### src/design/fmh_pkg.sv
// ----------------------------------------------------------------------------
// fmh_pkg: shared types and constants of the frontier min-heap
// Entry layout, command and status codes, and the item and result structs.
// ----------------------------------------------------------------------------
package fmh_pkg;

  localparam int CAPACITY   = 64;
  localparam int KEY_BITS   = 16;
  localparam int ID_BITS    = 8;
  localparam int ADDR_W     = $clog2(CAPACITY);
  localparam int CNT_W      = $clog2(CAPACITY + 1);
  localparam int IDX_W      = ADDR_W + 2;
  localparam int ENTRY_W    = 2 * KEY_BITS + ID_BITS;
  localparam int IN_DATA_W  = ((ENTRY_W + 7) / 8) * 8;
  localparam int OUT_W      = ENTRY_W + CNT_W;
  localparam int OUT_DATA_W = ((OUT_W + 7) / 8) * 8;

  localparam logic CMD_INSERT = 1'b0;
  localparam logic CMD_POP    = 1'b1;

  typedef enum logic [1:0] {
    ST_INSERTED = 2'd0,
    ST_FULL     = 2'd1,
    ST_POPPED   = 2'd2,
    ST_EMPTY    = 2'd3
  } status_e;

  typedef struct packed {
    logic [ID_BITS-1:0]  id;
    logic [KEY_BITS-1:0] g;
    logic [KEY_BITS-1:0] f;
  } entry_t;

  typedef struct packed {
    logic   cmd;
    entry_t entry;
  } item_t;

  typedef struct packed {
    status_e            status;
    logic [CNT_W-1:0]   count;
    entry_t             entry;
  } res_t;

endpackage

### src/design/fmh_cmp.sv
// ----------------------------------------------------------------------------
// fmh_cmp: heap order compare unit
// High when entry a ranks strictly above entry b: lower f, then lower g.
// ----------------------------------------------------------------------------
module fmh_cmp (
  input  fmh_pkg::entry_t a_i,
  input  fmh_pkg::entry_t b_i,
  output logic            before_o
);
  import fmh_pkg::*;

  always_comb begin
    if (a_i.f != b_i.f) begin
      before_o = (a_i.f < b_i.f);
    end else begin
      before_o = (a_i.g < b_i.g);
    end
  end

endmodule

### src/design/fmh_ctrl.sv
// ----------------------------------------------------------------------------
// fmh_ctrl: heap sequencer and entry store
// Runs sift-up for an insert and hole walk plus sift-up for a pop, one tree
// level per read/compare pair, through one shared compare unit.
// ----------------------------------------------------------------------------
module fmh_ctrl (
  input  logic           clk_i,
  input  logic           rst_ni,
  input  logic           in_valid_i,
  input  fmh_pkg::item_t in_item_i,
  output logic           in_ready_o,
  output logic           res_valid_o,
  output fmh_pkg::res_t  res_o,
  input  logic           res_ready_i
);
  import fmh_pkg::*;

  typedef enum logic [2:0] {
    S_IDLE,
    S_UP_CHK,
    S_UP_CMP,
    S_POP_LD,
    S_DN_CHK,
    S_DN_CMP,
    S_DONE
  } state_e;

  state_e            state_q, state_d;
  entry_t            ent_q, ent_d;
  entry_t            top_q, top_d;
  logic              cmd_q, cmd_d;
  logic [ADDR_W-1:0] pos_q, pos_d;
  logic [CNT_W-1:0]  cnt_q, cnt_d;
  res_t              res_q, res_d;

  entry_t            mem [CAPACITY];
  entry_t            rd_a_q, rd_b_q;
  logic [ADDR_W-1:0] rd_addr_a, rd_addr_b, wr_addr;
  entry_t            wr_data;
  logic              we;

  entry_t            cmp_a;
  logic              a_first;
  logic [ADDR_W-1:0] parent;
  logic [IDX_W-1:0]  lc, rc, n_x;
  logic [CNT_W-1:0]  cnt_dec;
  logic              has_right;

  fmh_cmp u_cmp (
    .a_i      (cmp_a),
    .b_i      (rd_a_q),
    .before_o (a_first)
  );

  assign cmp_a     = (state_q == S_DN_CMP) ? rd_b_q : ent_q;
  assign parent    = (pos_q - ADDR_W'(1)) >> 1;
  assign lc        = {1'b0, pos_q, 1'b1};
  assign rc        = lc + IDX_W'(1);
  assign n_x       = IDX_W'(cnt_q);
  assign cnt_dec   = cnt_q - CNT_W'(1);
  assign has_right = (rc < n_x);

  assign in_ready_o  = (state_q == S_IDLE);
  assign res_valid_o = (state_q == S_DONE);
  assign res_o       = res_q;

  always_comb begin
    state_d   = state_q;
    ent_d     = ent_q;
    top_d     = top_q;
    cmd_d     = cmd_q;
    pos_d     = pos_q;
    cnt_d     = cnt_q;
    res_d     = res_q;
    rd_addr_a = '0;
    rd_addr_b = '0;
    wr_addr   = pos_q;
    wr_data   = ent_q;
    we        = 1'b0;

    case (state_q)
      S_IDLE: begin
        if (in_valid_i) begin
          cmd_d = in_item_i.cmd;
          if (in_item_i.cmd == CMD_INSERT) begin
            if (cnt_q >= CNT_W'(CAPACITY)) begin
              res_d   = '{status: ST_FULL, count: cnt_q, entry: '0};
              state_d = S_DONE;
            end else begin
              ent_d   = in_item_i.entry;
              pos_d   = cnt_q[ADDR_W-1:0];
              cnt_d   = cnt_q + CNT_W'(1);
              state_d = S_UP_CHK;
            end
          end else if (cnt_q == '0) begin
            res_d   = '{status: ST_EMPTY, count: cnt_q, entry: '0};
            state_d = S_DONE;
          end else begin
            cnt_d     = cnt_dec;
            rd_addr_a = '0;
            rd_addr_b = cnt_dec[ADDR_W-1:0];
            pos_d     = '0;
            state_d   = S_POP_LD;
          end
        end
      end
      S_UP_CHK: begin
        if (pos_q == '0) begin
          we = 1'b1;
          if (cmd_q == CMD_POP) begin
            res_d = '{status: ST_POPPED, count: cnt_q, entry: top_q};
          end else begin
            res_d = '{status: ST_INSERTED, count: cnt_q, entry: '0};
          end
          state_d = S_DONE;
        end else begin
          rd_addr_a = parent;
          state_d   = S_UP_CMP;
        end
      end
      S_UP_CMP: begin
        we = 1'b1;
        if (a_first) begin
          wr_data = rd_a_q;
          pos_d   = parent;
          state_d = S_UP_CHK;
        end else begin
          if (cmd_q == CMD_POP) begin
            res_d = '{status: ST_POPPED, count: cnt_q, entry: top_q};
          end else begin
            res_d = '{status: ST_INSERTED, count: cnt_q, entry: '0};
          end
          state_d = S_DONE;
        end
      end
      S_POP_LD: begin
        top_d   = rd_a_q;
        ent_d   = rd_b_q;
        state_d = S_DN_CHK;
      end
      S_DN_CHK: begin
        if (lc < n_x) begin
          rd_addr_a = lc[ADDR_W-1:0];
          rd_addr_b = has_right ? rc[ADDR_W-1:0] : lc[ADDR_W-1:0];
          state_d   = S_DN_CMP;
        end else begin
          state_d = S_UP_CHK;
        end
      end
      S_DN_CMP: begin
        we = 1'b1;
        if (has_right && a_first) begin
          wr_data = rd_b_q;
          pos_d   = rc[ADDR_W-1:0];
        end else begin
          wr_data = rd_a_q;
          pos_d   = lc[ADDR_W-1:0];
        end
        state_d = S_DN_CHK;
      end
      S_DONE: begin
        if (res_ready_i) begin
          state_d = S_IDLE;
        end
      end
      default: begin
        state_d = S_IDLE;
      end
    endcase
  end

  always_ff @(posedge clk_i or negedge rst_ni) begin
    if (!rst_ni) begin
      state_q <= S_IDLE;
      cnt_q   <= '0;
      cmd_q   <= CMD_INSERT;
    end else begin
      state_q <= state_d;
      cnt_q   <= cnt_d;
      cmd_q   <= cmd_d;
    end
  end

  always_ff @(posedge clk_i) begin
    ent_q <= ent_d;
    top_q <= top_d;
    pos_q <= pos_d;
    res_q <= res_d;
  end

  always_ff @(posedge clk_i) begin
    if (we) begin
      mem[wr_addr] <= wr_data;
    end
    rd_a_q <= mem[rd_addr_a];
    rd_b_q <= mem[rd_addr_b];
  end

endmodule

### src/design/frontier_min_heap_tiebreak_top.sv
// ----------------------------------------------------------------------------
// frontier_min_heap_tiebreak_top: A* frontier min-heap with g tie-break
//
// channel  dir  tdata (low bit up)                          tuser
// s_axis   in   f_key[15:0] g_key[31:16] node_id[39:32]      command
// m_axis   out  out_f_key[15:0] out_g_key[31:16]             status
//               out_node_id[39:32] entry_count[46:40] 0[47]
//
// One item at a time; an insert runs u levels of sift-up, and a pop runs d
// levels of hole walk and then u levels of sift-up. Each tree level costs
// one registered read of the entry store and one compare. A full insert or
// an empty pop walks no tree levels. Reset clears the fill count;
// the store itself needs no clearing. The result sits in an output register,
// so a new item is taken while the previous result waits on m_axis_tready_i.
// ----------------------------------------------------------------------------
module frontier_min_heap_tiebreak_top (
  input  logic                           clk_i,
  input  logic                           rst_ni,
  input  logic                           s_axis_tvalid_i,
  output logic                           s_axis_tready_o,
  // f_key, g_key, node_id
  input  logic [fmh_pkg::IN_DATA_W-1:0]  s_axis_tdata_i,
  // command
  input  logic                           s_axis_tuser_i,
  output logic                           m_axis_tvalid_o,
  input  logic                           m_axis_tready_i,
  // out_f_key, out_g_key, out_node_id, entry_count, zero pad
  output logic [fmh_pkg::OUT_DATA_W-1:0] m_axis_tdata_o,
  // status
  output logic [1:0]                     m_axis_tuser_o
);
  import fmh_pkg::*;

  item_t                 in_item;
  res_t                  res;
  logic                  res_valid, res_ready;
  logic                  out_valid_q;
  logic [OUT_DATA_W-1:0] out_data_q;
  logic [1:0]            out_user_q;

  assign in_item.cmd   = s_axis_tuser_i;
  assign in_item.entry = entry_t'(s_axis_tdata_i[ENTRY_W-1:0]);

  fmh_ctrl u_ctrl (
    .clk_i       (clk_i),
    .rst_ni      (rst_ni),
    .in_valid_i  (s_axis_tvalid_i),
    .in_item_i   (in_item),
    .in_ready_o  (s_axis_tready_o),
    .res_valid_o (res_valid),
    .res_o       (res),
    .res_ready_i (res_ready)
  );

  assign res_ready = !out_valid_q || m_axis_tready_i;

  always_ff @(posedge clk_i or negedge rst_ni) begin
    if (!rst_ni) begin
      out_valid_q <= 1'b0;
    end else if (res_ready) begin
      out_valid_q <= res_valid;
    end
  end

  always_ff @(posedge clk_i) begin
    if (res_valid && res_ready) begin
      out_data_q <= OUT_DATA_W'({res.count, res.entry});
      out_user_q <= res.status;
    end
  end

  assign m_axis_tvalid_o = out_valid_q;
  assign m_axis_tdata_o  = out_data_q;
  assign m_axis_tuser_o  = out_user_q;

endmodule
### config.mk
export PLATFORM = sky130hd
export DESIGN_NAME = frontier_min_heap_tiebreak_top
export DESIGN_NICKNAME = d
export VERILOG_FILES = /design/src/design/fmh_pkg.sv /design/src/design/fmh_cmp.sv /design/src/design/fmh_ctrl.sv /design/src/design/frontier_min_heap_tiebreak_top.sv
export SDC_FILE = /design/constraint.sdc
export NUM_CORES = 2
export LEC_CHECK = 0
export BUFFER_PORTS_ARGS = -buffer_cell sky130_fd_sc_hd__buf_2
export CELL_PAD_IN_SITES_DETAIL_PLACEMENT = 0
export CELL_PAD_IN_SITES_GLOBAL_PLACEMENT = 1
export CORE_UTILIZATION = 40
export CTS_BUF_LIST = sky130_fd_sc_hd__clkbuf_4 sky130_fd_sc_hd__clkbuf_8
export DETAILED_ROUTE_END_ITERATION = 6
export PLACE_DENSITY_LB_ADDON = 0.1
export SYNTH_ARGS = -nofsm -noshare
export SYNTH_HDL_FRONTEND = slang
export SYNTH_HIERARCHICAL = 1
export SYNTH_SLANG_ARGS = --single-unit
export TNS_END_PERCENT = 50
### constraint.sdc
create_clock -name clk_i -period 16.5 [get_ports clk_i]
set_clock_uncertainty 0.1 [all_clocks]
set_input_delay 3.3 -clock clk_i [delete_from_list [all_inputs] [get_ports clk_i]]
set_output_delay 3.3 -clock clk_i [all_outputs]
set_load 0.1 [all_outputs]
==> metrics.md <==
| Metric | Value |
|---|---|
| Outcome | `complete, but fails checks` |
| Failing checks | `DRC` |
| Top layer in use | `met5` |
| Initial Util | `40.19%` |
| DRC | `2` |
| Comb power frac | `43.4%` |
| Drt wl/cell | `35.31 um` |
| Fmax | `124.5 MHz` |
| Worst path slowest cell | `a222oi_1` |
| Crit-path most repeated cell | `buf_4` |
| Final slew viol count | `0` |
| Grt total ovfl | `0` |
| CP Buf/Inv Count | `6` |
| Port bufs | `95` |
| Vias in the first global route | `97330` |
| Worst-margin pin slew | `1.408 ns` |
| CTS Sinks | `2836` |
| Max cap viols | `0` |
| Initial antenna violation count | `46` |
| Placed inst area | `138000 um2` |
| Multi-input logic area | `44700 um2` |
| Vias/cell | `6.490` |
| Via count | `103400` |
| Syn nets | `11300` |
| Max FO, Critical Path | `64` |
| Max Buffers Root-to-Sink | `4` |
| Final Cycle Share | `48.68%` |
| Area growth syn-to-layout | `11.45%` |
| Critical path class | `reg -> reg` |
| Final setup fails | `0` |
| Synthesized area per cell | `11.85 um2` |
| Total I/O pin count | `97` |
| Yosys warns | `6` |
| Core Area | `330300 um2` |
| Post-CTS setup buffer count | `0` |
| VDD IR-drop max | `0.0001672 V` |
| Clock power frac | `22.0%` |
| Number of filler cells placed in the layout | `30040` |
| Nets | `11230` |
| Tot Pwr | `29950 uW` |
| Final Util | `44.79%` |
| Power Density | `202.5 nW/um2` |
| Metal3 WL | `65.53 mm` |
| Finished Cell Area | `147900 um2` |
| Gr usage total | `32.87%` |
| Hold buffer count at cts | `0` |
| Max H-tree Level | `5` |
| Worst setup SP type | `flop` |
| Crit-path leading delay family | `buffers and inverters` |
| Storage cell area | `84300 um2` |
| Die Y | `578.0 um` |
| First-pass GRT wire length | `772.4 mm` |
| Hold Crit Class | `reg -> reg` |
| Static Leak | `0.04887 uW` |
| Share of layout cells above drive strength 1 | `13.64%` |
| Critical Path End Type | `flop` |
| Relative max-transition margin | `5.132%` |
| Worst stage delay on the critical path | `0.90 ns` |
| Post_cts resized | `0` |
| CP required | `17.08 ns` |
| FP Rows | `211` |
| CTS Buf Count | `483` |
| Post-layout minimum cycle time | `8.033 ns` |
| TritonCTS clock tree | `built` |
| Gpl congestion | `0.8810` |
| TNS Setup | `0 ns` |
| Sw frac | `43.65%` |
| Worst-Skew Late Latency | `1.19 ns` |
| Post-DP HPWL | `312.1 mm` |
| Cells after synthesis | `11200` |
| Metal1 wirelength | `226.7 mm` |
| Die Width | `578.0 um` |
| Hold Vio Cnt, Final | `0` |
| Clock Pin Slew Worst Setup and Hold Paths | `0.07 ns` |
| Cell chain of the critical path | `nand3b_1, buf_4, buf_4, mux2_2, ha_1, nand4_1, or4_1, a2111o_1, a311o_1, o21ai_0, buf_4, inv_1, nor3_1, o21ai_4, buf_4, a222oi_1, inv_2` |
| RSZ-0062 raised after global routing | `no` |
| Mapped Area | `132700 um2` |
| Cell Int Power | `16880 uW` |
| Switch Pwr | `13080 uW` |
| Initial DRC count | `15500` |
| Final wirelength | `562.5 mm` |
| WHS | `0.3000 ns` |
| Largest net degree at the start of global routing | `185` |
| DR WL met2 | `244.5 mm` |
| Reg power frac | `34.5%` |
| Final ANT Viol Nets | `0` |
| Die area | `334100 um2` |
| Root buf cell | `clkbuf_8` |
| First-pass DRT Iterations | `7` |
| Crit path arrival time | `8.61 ns` |
## registers in the layout, indices dropped and copies added (netlist names)
name	flops
m_axis_tdata_o	47
m_axis_tuser_o	2
m_axis_tvalid_o	1
u_ctrl/cmd_q	1
u_ctrl/cnt_q	7
u_ctrl/ent_q	40
u_ctrl/mem	2560
u_ctrl/pos_q	6
u_ctrl/rd_a_q	40
u_ctrl/rd_b_q	40
u_ctrl/res_o	49
u_ctrl/state_q	3
u_ctrl/top_q	40
## final cells by class
class,count,share of cell area (%)
Sequential cell,2836,56.99
Inverter,87,0.2216
Multi-Input combinational cell,7312,30.21
Antenna cell,19,0.03214
Timing Repair Buffer,421,2.179
Clock inverter,210,1.019
Clock buffer,680,5.654
Tap cell,4366,3.693
## final timing paths
check | cells past startpoint | end | from | slack [ns]
min in group asynchronous | 1 | u_ctrl/cnt_q[2] | rst_ni | 1.94
setup / recovery | 17 | u_ctrl/mem[49][21] | u_ctrl/state_q[1] | 8.47
setup reg to reg | 17 | u_ctrl/mem[49][21] | u_ctrl/state_q[1] | 8.47
hold reg to reg | 0 | m_axis_tdata_o[45] | u_ctrl/res_o[45] | 0.30
hold / removal | 0 | m_axis_tdata_o[45] | u_ctrl/res_o[45] | 0.30
max in group asynchronous | 1 | u_ctrl/cnt_q[3] | rst_ni | 14.10
## power groups by stage
stage / combinational (uW) / clock [uW] / sequential, uW
after floorplan: 7890 / 0 / 10300
after global placement: 12600 / 0 / 10500
after detailed placement: 12700 / 0 / 10500
after CTS: 12700 / 6690 / 10300
after global routing: 13700 / 6990 / 10400
final: 13000 / 6590 / 10300
## metrics by stage
step           setup WS [ns]  std cells
2_1_floorplan          10.08      11200
3_3_place_gp           7.909      15020
3_5_place_dp           7.892      15020
4_1_cts                8.692      15910
5_1_grt                8.354      15920
6_report               8.467      15930
## cells in the final DEF (no fill, tap or decap), types with 40 or more instances in the layout
master	count
nor2_4	69
ha_1	47
a311oi_1	261
o211ai_1	45
a22oi_1	62
nand2_1	2877
nor2_1	64
clkinv_2	81
inv_1	82
mux2i_1	356
clkbuf_8	521
and3_1	256
a221oi_1	332
a21oi_1	482
a31oi_1	276
mux4_2	194
clkinv_1	87
o21ai_0	101
dfxtp_1	80
nand3_1	976
a222oi_1	40
buf_2	95
nor4_1	82
and2_1	82
clkbuf_4	159
edfxtp_1	2744
buf_4	302
a211oi_1	247
o22ai_1	97
## metal layers
metal | global-route usage, % | vias up
li1 | - | 42750
met1 | 45.44 | 52470
met2 | 49.26 | 6932
met3 | 8.095 | 1221
met4 | 13.98 | 16
met5 | 0 | -
Power figures use the tool's default switching activity.
